`src/design/sssf_pkg.sv`:
```
// Shared types, request codes and segment tables for the seven-segment
// serial formatter. No dependencies.
package sssf_pkg;

  localparam int FRAME_W = 24;
  localparam int CNT_W   = 5;

  localparam logic [2:0] REQ_INT  = 3'd0;
  localparam logic [2:0] REQ_REAL = 3'd1;
  localparam logic [2:0] REQ_TEXT = 3'd2;
  localparam logic [2:0] REQ_RUN  = 3'd3;
  localparam logic [2:0] REQ_CAL  = 3'd4;

  localparam logic [9:0] INT_MAX  = 10'd99;
  localparam logic [9:0] REAL_MAX = 10'd999;

  localparam logic [7:0] SEG_R = 8'hC8;
  localparam logic [7:0] SEG_U = 8'hC1;
  localparam logic [7:0] SEG_N = 8'h88;
  localparam logic [7:0] SEG_C = 8'hC7;
  localparam logic [7:0] SEG_A = 8'h88;
  localparam logic [7:0] SEG_L = 8'hC6;

  localparam logic [CNT_W-1:0] BITS_TWO   = 5'd16;
  localparam logic [CNT_W-1:0] BITS_THREE = 5'd24;

  // Encoded request handed to the serializer; bytes left-aligned, MSB first.
  typedef struct packed {
    logic               ok;
    logic [FRAME_W-1:0] frame;
    logic [CNT_W-1:0]   nbits;
  } frame_t;

  function automatic logic [7:0] digit_std(input logic [3:0] d);
    logic [7:0] s;
    case (d)
      4'd0: s = 8'hC0;
      4'd1: s = 8'hF9;
      4'd2: s = 8'hA4;
      4'd3: s = 8'hB0;
      4'd4: s = 8'h99;
      4'd5: s = 8'h92;
      4'd6: s = 8'h82;
      4'd7: s = 8'hF8;
      4'd8: s = 8'h80;
      4'd9: s = 8'h90;
      default: s = 8'hFF;
    endcase
    return s;
  endfunction

  // Alternate glyphs for 3, 5 and 9.
  function automatic logic [7:0] digit_alt(input logic [3:0] d);
    logic [7:0] s;
    case (d)
      4'd3: s = 8'hA8;
      4'd5: s = 8'h8A;
      4'd9: s = 8'h88;
      default: s = digit_std(d);
    endcase
    return s;
  endfunction

  // Standard glyph with the decimal point lit (bit 7 low).
  function automatic logic [7:0] digit_dot(input logic [3:0] d);
    return digit_std(d) & 8'h7F;
  endfunction

endpackage

```
`src/design/sssf_req_if.sv`:
```
// Request and result channel interfaces for the seven-segment formatter.
// No dependencies.
interface sssf_req_if;
  logic       valid;
  logic       ready;
  logic [2:0] req_type;
  logic [9:0] number_value;
  logic [7:0] text_first;
  logic [7:0] text_second;

  modport source (output valid, req_type, number_value, text_first, text_second,
                  input ready);
  modport sink   (input valid, req_type, number_value, text_first, text_second,
                  output ready);
endinterface

interface sssf_res_if;
  logic valid;
  logic ready;
  logic shift_bit;
  logic is_latch;
  logic last;

  modport source (output valid, shift_bit, is_latch, last, input ready);
  modport sink   (input valid, shift_bit, is_latch, last, output ready);
endinterface

```
`src/design/sssf_encoder.sv`:
```
// Turns one registered request into a left-aligned segment frame.
// Depends on sssf_pkg.
module sssf_encoder
  import sssf_pkg::*;
(
  input  logic [2:0] req_type,
  input  logic [9:0] number_value,
  input  logic [7:0] text_first,
  input  logic [7:0] text_second,
  output frame_t     enc
);

  logic [9:0]  n;
  logic [17:0] p10;
  logic [15:0] p100;
  logic [6:0]  q10;
  logic [3:0]  q100;
  logic [3:0]  ones;
  logic [3:0]  tens;

  always_comb begin
    if (req_type == REQ_INT) begin
      n = (number_value > INT_MAX) ? INT_MAX : number_value;
    end else begin
      n = (number_value > REAL_MAX) ? REAL_MAX : number_value;
    end
    // n/10 and n/100 by reciprocal multiply, exact for n <= 999
    p10  = 18'(n) * 18'd205;
    p100 = 16'(n) * 16'd41;
    q10  = p10[17:11];
    q100 = p100[15:12];
    ones = 4'(n - 10'(q10) * 10'd10);
    tens = 4'(q10 - 7'(q100) * 7'd10);
  end

  always_comb begin
    enc = '0;
    unique case (req_type)
      REQ_INT: begin
        enc.ok    = 1'b1;
        enc.frame = {digit_alt(ones), digit_alt(q10[3:0]), 8'h00};
        enc.nbits = BITS_TWO;
      end
      REQ_REAL: begin
        enc.ok    = 1'b1;
        enc.frame = {digit_std(ones), digit_dot(tens), digit_std(q100)};
        enc.nbits = BITS_THREE;
      end
      REQ_TEXT: begin
        enc.ok    = 1'b1;
        enc.frame = {text_second, text_first, 8'h00};
        enc.nbits = BITS_TWO;
      end
      REQ_RUN: begin
        enc.ok    = 1'b1;
        enc.frame = {SEG_R, SEG_U, SEG_N};
        enc.nbits = BITS_THREE;
      end
      REQ_CAL: begin
        enc.ok    = 1'b1;
        enc.frame = {SEG_C, SEG_A, SEG_L};
        enc.nbits = BITS_THREE;
      end
      default: enc = '0;
    endcase
  end

endmodule

```
`src/design/sssf_serializer.sv`:
```
// Shifts a segment frame out one bit per result, then a latch result.
// Depends on sssf_pkg and sssf_res_if.
module sssf_serializer
  import sssf_pkg::*;
(
  input  logic              clk,
  input  logic              rst,
  input  logic              load,
  input  frame_t            enc,
  output logic              can_load,
  sssf_res_if.source        res
);

  logic [FRAME_W-1:0] frame;
  logic [CNT_W-1:0]   cnt;
  logic               busy;
  logic               res_valid;
  logic               out_free;

  assign out_free  = !res_valid || res.ready;
  // next frame may load in the cycle its predecessor's latch goes out
  assign can_load  = !busy || (out_free && cnt == '0);
  assign res.valid = res_valid;

  always_ff @(posedge clk) begin
    if (rst) begin
      busy      <= 1'b0;
      res_valid <= 1'b0;
      cnt       <= '0;
    end else begin
      if (out_free) begin
        res_valid <= busy;
        if (busy) begin
          if (cnt != '0) begin
            res.shift_bit <= frame[FRAME_W-1];
            res.is_latch  <= 1'b0;
            res.last      <= 1'b0;
            frame         <= {frame[FRAME_W-2:0], 1'b0};
            cnt           <= cnt - 1'b1;
          end else begin
            res.shift_bit <= 1'b0;
            res.is_latch  <= 1'b1;
            res.last      <= 1'b1;
          end
        end
      end
      if (load && can_load) begin
        frame <= enc.frame;
        cnt   <= enc.nbits;
        busy  <= 1'b1;
      end else if (out_free && busy && cnt == '0) begin
        busy  <= 1'b0;
      end
    end
  end

endmodule

```
`src/design/seven_segment_serial_formatter_unit.sv`:
```
// Seven-segment serial formatter: request register, encoder, serializer.
// Depends on sssf_pkg, sssf_req_if, sssf_encoder and sssf_serializer.
//
// Usage: a display request (type, number, two text bytes) enters on req.
// Each request yields a stream on res: one result per shift clock pulse,
// segment bytes MSB first, then one latch result flagged is_latch and last.
// Two-byte modes (integer, text) give 17 results, three-byte modes (real,
// RUN, CAL) give 25. Unknown types are taken and give no results.
// Throughput: one result per cycle from the single output register while
// res does not stall; the next request waits in the request register and
// its first bit follows the previous latch with no gap.
// Reset clears the request register, the serializer and the output valid;
// a stream in flight is dropped. When res stalls, the output register holds
// its result and shifting pauses; req.ready drops once the request register
// is full and the serializer cannot load it.
module seven_segment_serial_formatter_unit
  import sssf_pkg::*;
(
  input  logic       clk,
  input  logic       rst,
  sssf_req_if.sink   req,
  sssf_res_if.source res
);

  logic       pend_valid;
  logic [2:0] pend_type;
  logic [9:0] pend_num;
  logic [7:0] pend_first;
  logic [7:0] pend_second;
  frame_t     enc;
  logic       can_load;
  logic       take;

  assign take      = pend_valid && (!enc.ok || can_load);
  assign req.ready = !pend_valid || take;

  always_ff @(posedge clk) begin
    if (rst) begin
      pend_valid <= 1'b0;
    end else begin
      if (req.valid && req.ready) begin
        pend_valid  <= 1'b1;
        pend_type   <= req.req_type;
        pend_num    <= req.number_value;
        pend_first  <= req.text_first;
        pend_second <= req.text_second;
      end else if (take) begin
        pend_valid <= 1'b0;
      end
    end
  end

  sssf_encoder u_enc (
    .req_type     (pend_type),
    .number_value (pend_num),
    .text_first   (pend_first),
    .text_second  (pend_second),
    .enc          (enc)
  );

  sssf_serializer u_ser (
    .clk      (clk),
    .rst      (rst),
    .load     (pend_valid && enc.ok),
    .enc      (enc),
    .can_load (can_load),
    .res      (res)
  );

endmodule

```
`src/flat_wrapper.sv`:
```
// flat-port wrapper written by rule: the top's interface ports become plain ports
module seven_segment_serial_formatter_unit_flat import sssf_pkg::*;
  (clk, rst, req_valid, req_req_type, req_number_value, req_text_first, req_text_second, req_ready, res_valid, res_shift_bit, res_is_latch, res_last, res_ready);
  sssf_req_if req_i ();
  sssf_res_if res_i ();
  input  logic clk;
  input  logic rst;
  input wire logic [$bits(req_i.valid)-1:0] req_valid;
  input wire logic [$bits(req_i.req_type)-1:0] req_req_type;
  input wire logic [$bits(req_i.number_value)-1:0] req_number_value;
  input wire logic [$bits(req_i.text_first)-1:0] req_text_first;
  input wire logic [$bits(req_i.text_second)-1:0] req_text_second;
  output wire logic [$bits(req_i.ready)-1:0] req_ready;
  output wire logic [$bits(res_i.valid)-1:0] res_valid;
  output wire logic [$bits(res_i.shift_bit)-1:0] res_shift_bit;
  output wire logic [$bits(res_i.is_latch)-1:0] res_is_latch;
  output wire logic [$bits(res_i.last)-1:0] res_last;
  input wire logic [$bits(res_i.ready)-1:0] res_ready;
  assign req_i.valid = req_valid;
  assign req_i.req_type = req_req_type;
  assign req_i.number_value = req_number_value;
  assign req_i.text_first = req_text_first;
  assign req_i.text_second = req_text_second;
  assign req_ready = req_i.ready;
  assign res_valid = res_i.valid;
  assign res_shift_bit = res_i.shift_bit;
  assign res_is_latch = res_i.is_latch;
  assign res_last = res_i.last;
  assign res_i.ready = res_ready;
  seven_segment_serial_formatter_unit u_core (.clk(clk), .rst(rst), .req(req_i), .res(res_i));
endmodule
```
`config.mk`:
```
export PLATFORM = sky130hd
export DESIGN_NAME = seven_segment_serial_formatter_unit_flat
export DESIGN_NICKNAME = d
export VERILOG_FILES = /design/src/design/sssf_pkg.sv /design/src/design/sssf_req_if.sv /design/src/design/sssf_encoder.sv /design/src/design/sssf_serializer.sv /design/src/design/seven_segment_serial_formatter_unit.sv /design/src/flat_wrapper.sv
export SDC_FILE = /design/constraint.sdc
export NUM_CORES = 1
export LEC_CHECK = 0
export ABC_AREA = 1
export BUFFER_PORTS_ARGS = -buffer_cell sky130_fd_sc_hd__buf_4
export CAP_MARGIN = 20
export CORE_MARGIN = 5
export CORE_UTILIZATION = 34
export DETAILED_ROUTE_END_ITERATION = 7
export HOLD_SLACK_MARGIN = 0.02
export PLACE_DENSITY = 0.49
export RECOVER_POWER = 25
export SLEW_MARGIN = 20
export SYNTH_ARGS = -nofsm -noshare
export SYNTH_HDL_FRONTEND = slang
export SYNTH_SLANG_ARGS = --single-unit
```
`constraint.sdc`:
```
create_clock -name clk -period 12.51 [get_ports clk]
set_input_delay 1.8765 -clock clk [delete_from_list [all_inputs] [get_ports clk]]
set_output_delay 1.8765 -clock clk [all_outputs]
set_load 0.02 [all_outputs]
```
==> flow_metrics.env <==
export IMPL_p_per_area_nw_per_um2=233.2
export IMPL_syn_avg_cell_area_um2=8.503
export IMPL_final_cell_mix="135 x inv_1, 125 x nand2_1, 95 x ha_1, 55 x edfxtp_1, 49 x nand3_1"
export IMPL_syn_to_final_growth_pct=13.51
export IMPL_drc_errors=0
export IMPL_io_pins=38
export IMPL_critical_path_slowest_cell="fa_1"
export IMPL_antenna_found_initial=0
export IMPL_dieArea_um2=21060
export IMPL_power_mw=1.643
export IMPL_path_class="reg2reg"
export IMPL_worst_path_buf_inv=7
export IMPL_ant_nets=0
export IMPL_overflow=0
export IMPL_core_rowCount=49
export IMPL_cts_htree_levels=3
export IMPL_cts_buffers=9
export IMPL_fillers=1847
export IMPL_fin_crit_sh_pct=57.38
export IMPL_maxCapViolCount=0
export IMPL_rsz0062_at_grt="false"
export IMPL_tightest_slew_ns=1.014
export IMPL_clk_pin_slew_worst_paths_ns=0.05
export IMPL_die_h_um=145.1
export IMPL_ys_types=45
export IMPL_leakagePower_nw=3.497
export IMPL_cp_common_cell="nand2_1"
export IMPL_maxSlewViolCount=0
export IMPL_required_ns=12.59
export IMPL_placedInstanceArea_um2=6749
export IMPL_cpPeakStageDelay_ns=0.82
export IMPL_diodes=0
export IMPL_grt_pass1_vias=4929
export IMPL_vias=4793
export IMPL_finalHoldViolations=0
export IMPL_gp_congestion=0.8684
export IMPL_status="completed"
export IMPL_pre_cts_ws_ns=5.345
export IMPL_nets=924
export IMPL_post_cts_setup_buffers=0
export IMPL_peakVddDrop_uv=129.1
export IMPL_ys_ff_latch=63
export IMPL_cts_tree="yes"
export IMPL_cp_top_family="adder cells"
export IMPL_yosys_warnings=0
export IMPL_crit_fanout=12
export IMPL_final_common_cell="inv_1"
export IMPL_crit_path_start_kind="register"
export IMPL_hold_class="reg2reg"
export IMPL_core_area_um2=17960
export IMPL_drive_gt1_share_pct=17.48
export IMPL_worst_slack_ns=5.332
export IMPL_ys_seq_area_share_pct=29.19
export IMPL_max_freq_ghz=0.1393
export IMPL_finClkSkew_ns=0.006913
export IMPL_cts_resized=0
export IMPL_fin_crit_ns=7.178
export IMPL_end_kind="register"
export IMPL_track_usage_pct=13.23
export IMPL_seq_area_um2=1812
export IMPL_tns_ns=0
export IMPL_cts_num_sinks=63
export IMPL_synth_area_um2=6207
export IMPL_setup_violations=0
export IMPL_routedWlPerCell_um=13.63
export IMPL_design_area_um2=7046
export IMPL_root_buffer="clkbuf_16"
export IMPL_start_util_pct=34.55
export IMPL_die_w_um=145.1
export IMPL_clock_latency_ns=0.32
export IMPL_portBuffers=37
export IMPL_cts_buffer_depth=2
export IMPL_via_per_inst=4.760
export IMPL_max_slew_margin_pct=32.17
export IMPL_grt_max_degree=28
export IMPL_multiInputGateArea_um2=3811
export IMPL_syn_inst=730
export IMPL_critPathArrivalTime_ns=7.25
export IMPL_synth_fp_nets=881
export IMPL_dp_hpwl_mm=11.46
export IMPL_drtIter0Drc=183
export IMPL_fin_cells=1007
export IMPL_postCtsHoldBufs=0
export IMPL_wirelength_mm=13.73
export IMPL_drt_pass1_iter_count=5
export IMPL_dp_cells=991
export IMPL_grt_pass1_wl_mm=23.40
==> layer usage <==
| layer | vias to the layer above | global-route usage [%] | wire length (um) |
|---|---|---|---|
| met4 | 0 | 2.099 | 36 |
| met3 | 4 | 2.401 | 324 |
| li1 | 2467 | - | - |
| met5 | - | 0 | 0 |
| met2 | 57 | 23.04 | 6673 |
| met1 | 2265 | 17.50 | 6691 |
==> cell families after synthesis <==
kind of cell             count (synthesis)  share of synthesized area, %
flip-flops                              63                         29.19
adder cells (fa/ha/maj)                118                         26.57
XOR/XNOR                                 9                         1.814
AO/OA/AOI/OAI                           98                         9.151
buffers and inverters                  151                         9.534
AND/OR/NAND/NOR                        291                         23.75
==> power by group <==
part | leakage [nW] | internal (mW) | total (mW) | switching [mW]
clock network | 0.148 | 0.157 | 0.243 | 0.0859
registers | 0.575 | 0.242 | 0.246 | 0.00426
logic | 2.77 | 0.405 | 1.15 | 0.749
==> cells in the mapped netlist, drive strengths merged <==
library cell	instances	share of area, %
nand2	158	12
inv	143	8.7
ha	95	19
nand3	56	5.2
edfxtp	55	27
nor2	47	3.4
o21ai	41	3.4
a21oi	31	2.5
fa	23	7.4
or2	14	1.4
a21boi	9	1.1
nor3	9	1.1
dfxtp	8	2.6
a2bb2oi	5	0.81
xor2	5	0.83
a31oi	4	0.40
buf	4	0.60
clkbuf	4	0.24
nand3b	4	0.75
o211ai	4	0.48
xnor2	4	0.99
nand4	3	0.30
o21bai	2	0.24
a2111oi	1	0.14
a211oi	1	0.12
==> worst reg2reg max path: cells and delay by family (launching register included) <==
kind,cells,cell delay [ns]
AO/OA/AOI/OAI,1,0.18
XOR/XNOR,1,0.43
buffers and inverters,7,0.84
adder cells (fa/ha/maj),6,2.98
flip-flops,1,0.46
AND/OR/NAND/NOR,18,2.01
==> sequential cells by signal, indices dropped and copies added (netlist names) <==
name,cells
u_core.pend_first,8
u_core.u_ser.res.valid,1
u_core.pend_valid,1
u_core.u_ser.busy,1
u_core.u_ser.frame,24
u_core.u_ser.res.last,1
u_core.u_ser.cnt,5
u_core.pend_second,8
u_core.pend_type,3
u_core.u_ser.res.shift_bit,1
u_core.pend_num,10
==> area by class of cell <==
| class | instances | area share [%] |
|---|---|---|
| Inverter | 143 | 7.654 |
| Timing Repair Buffer | 40 | 4.262 |
| Clock buffer | 14 | 4.049 |
| Tap cell | 229 | 4.067 |
| Multi-Input combinational cell | 516 | 54.09 |
| Sequential cell | 63 | 25.71 |
| Clock inverter | 2 | 0.1598 |
==> path summary, 6_finish.rpt <==
path / from / endpoint / slack (ns) / depth (start not counted)
min: u_core.u_ser.cnt[0]$_SDFFE_PP0P_ / u_core.u_ser.cnt[0]$_SDFFE_PP0P_ / 0.46 / 1
max: u_core.pend_type[0]$_DFFE_PP_ / u_core.u_ser.frame[21]$_DFFE_PP_ / 5.33 / 33
max reg2reg: u_core.pend_type[0]$_DFFE_PP_ / u_core.u_ser.frame[21]$_DFFE_PP_ / 5.33 / 33
min reg2reg: u_core.u_ser.cnt[0]$_SDFFE_PP0P_ / u_core.u_ser.cnt[0]$_SDFFE_PP0P_ / 0.46 / 1
==> per-stage QoR <==
step	util (%)	hold WS [ns]
floorplan	-	0.4028
global placement	37.57	0.4208
detailed placement	37.57	0.4390
CTS	39.22	0.4471
global route	39.22	0.4691
finish	39.22	0.4551
(Power assumes the default switching activity.)
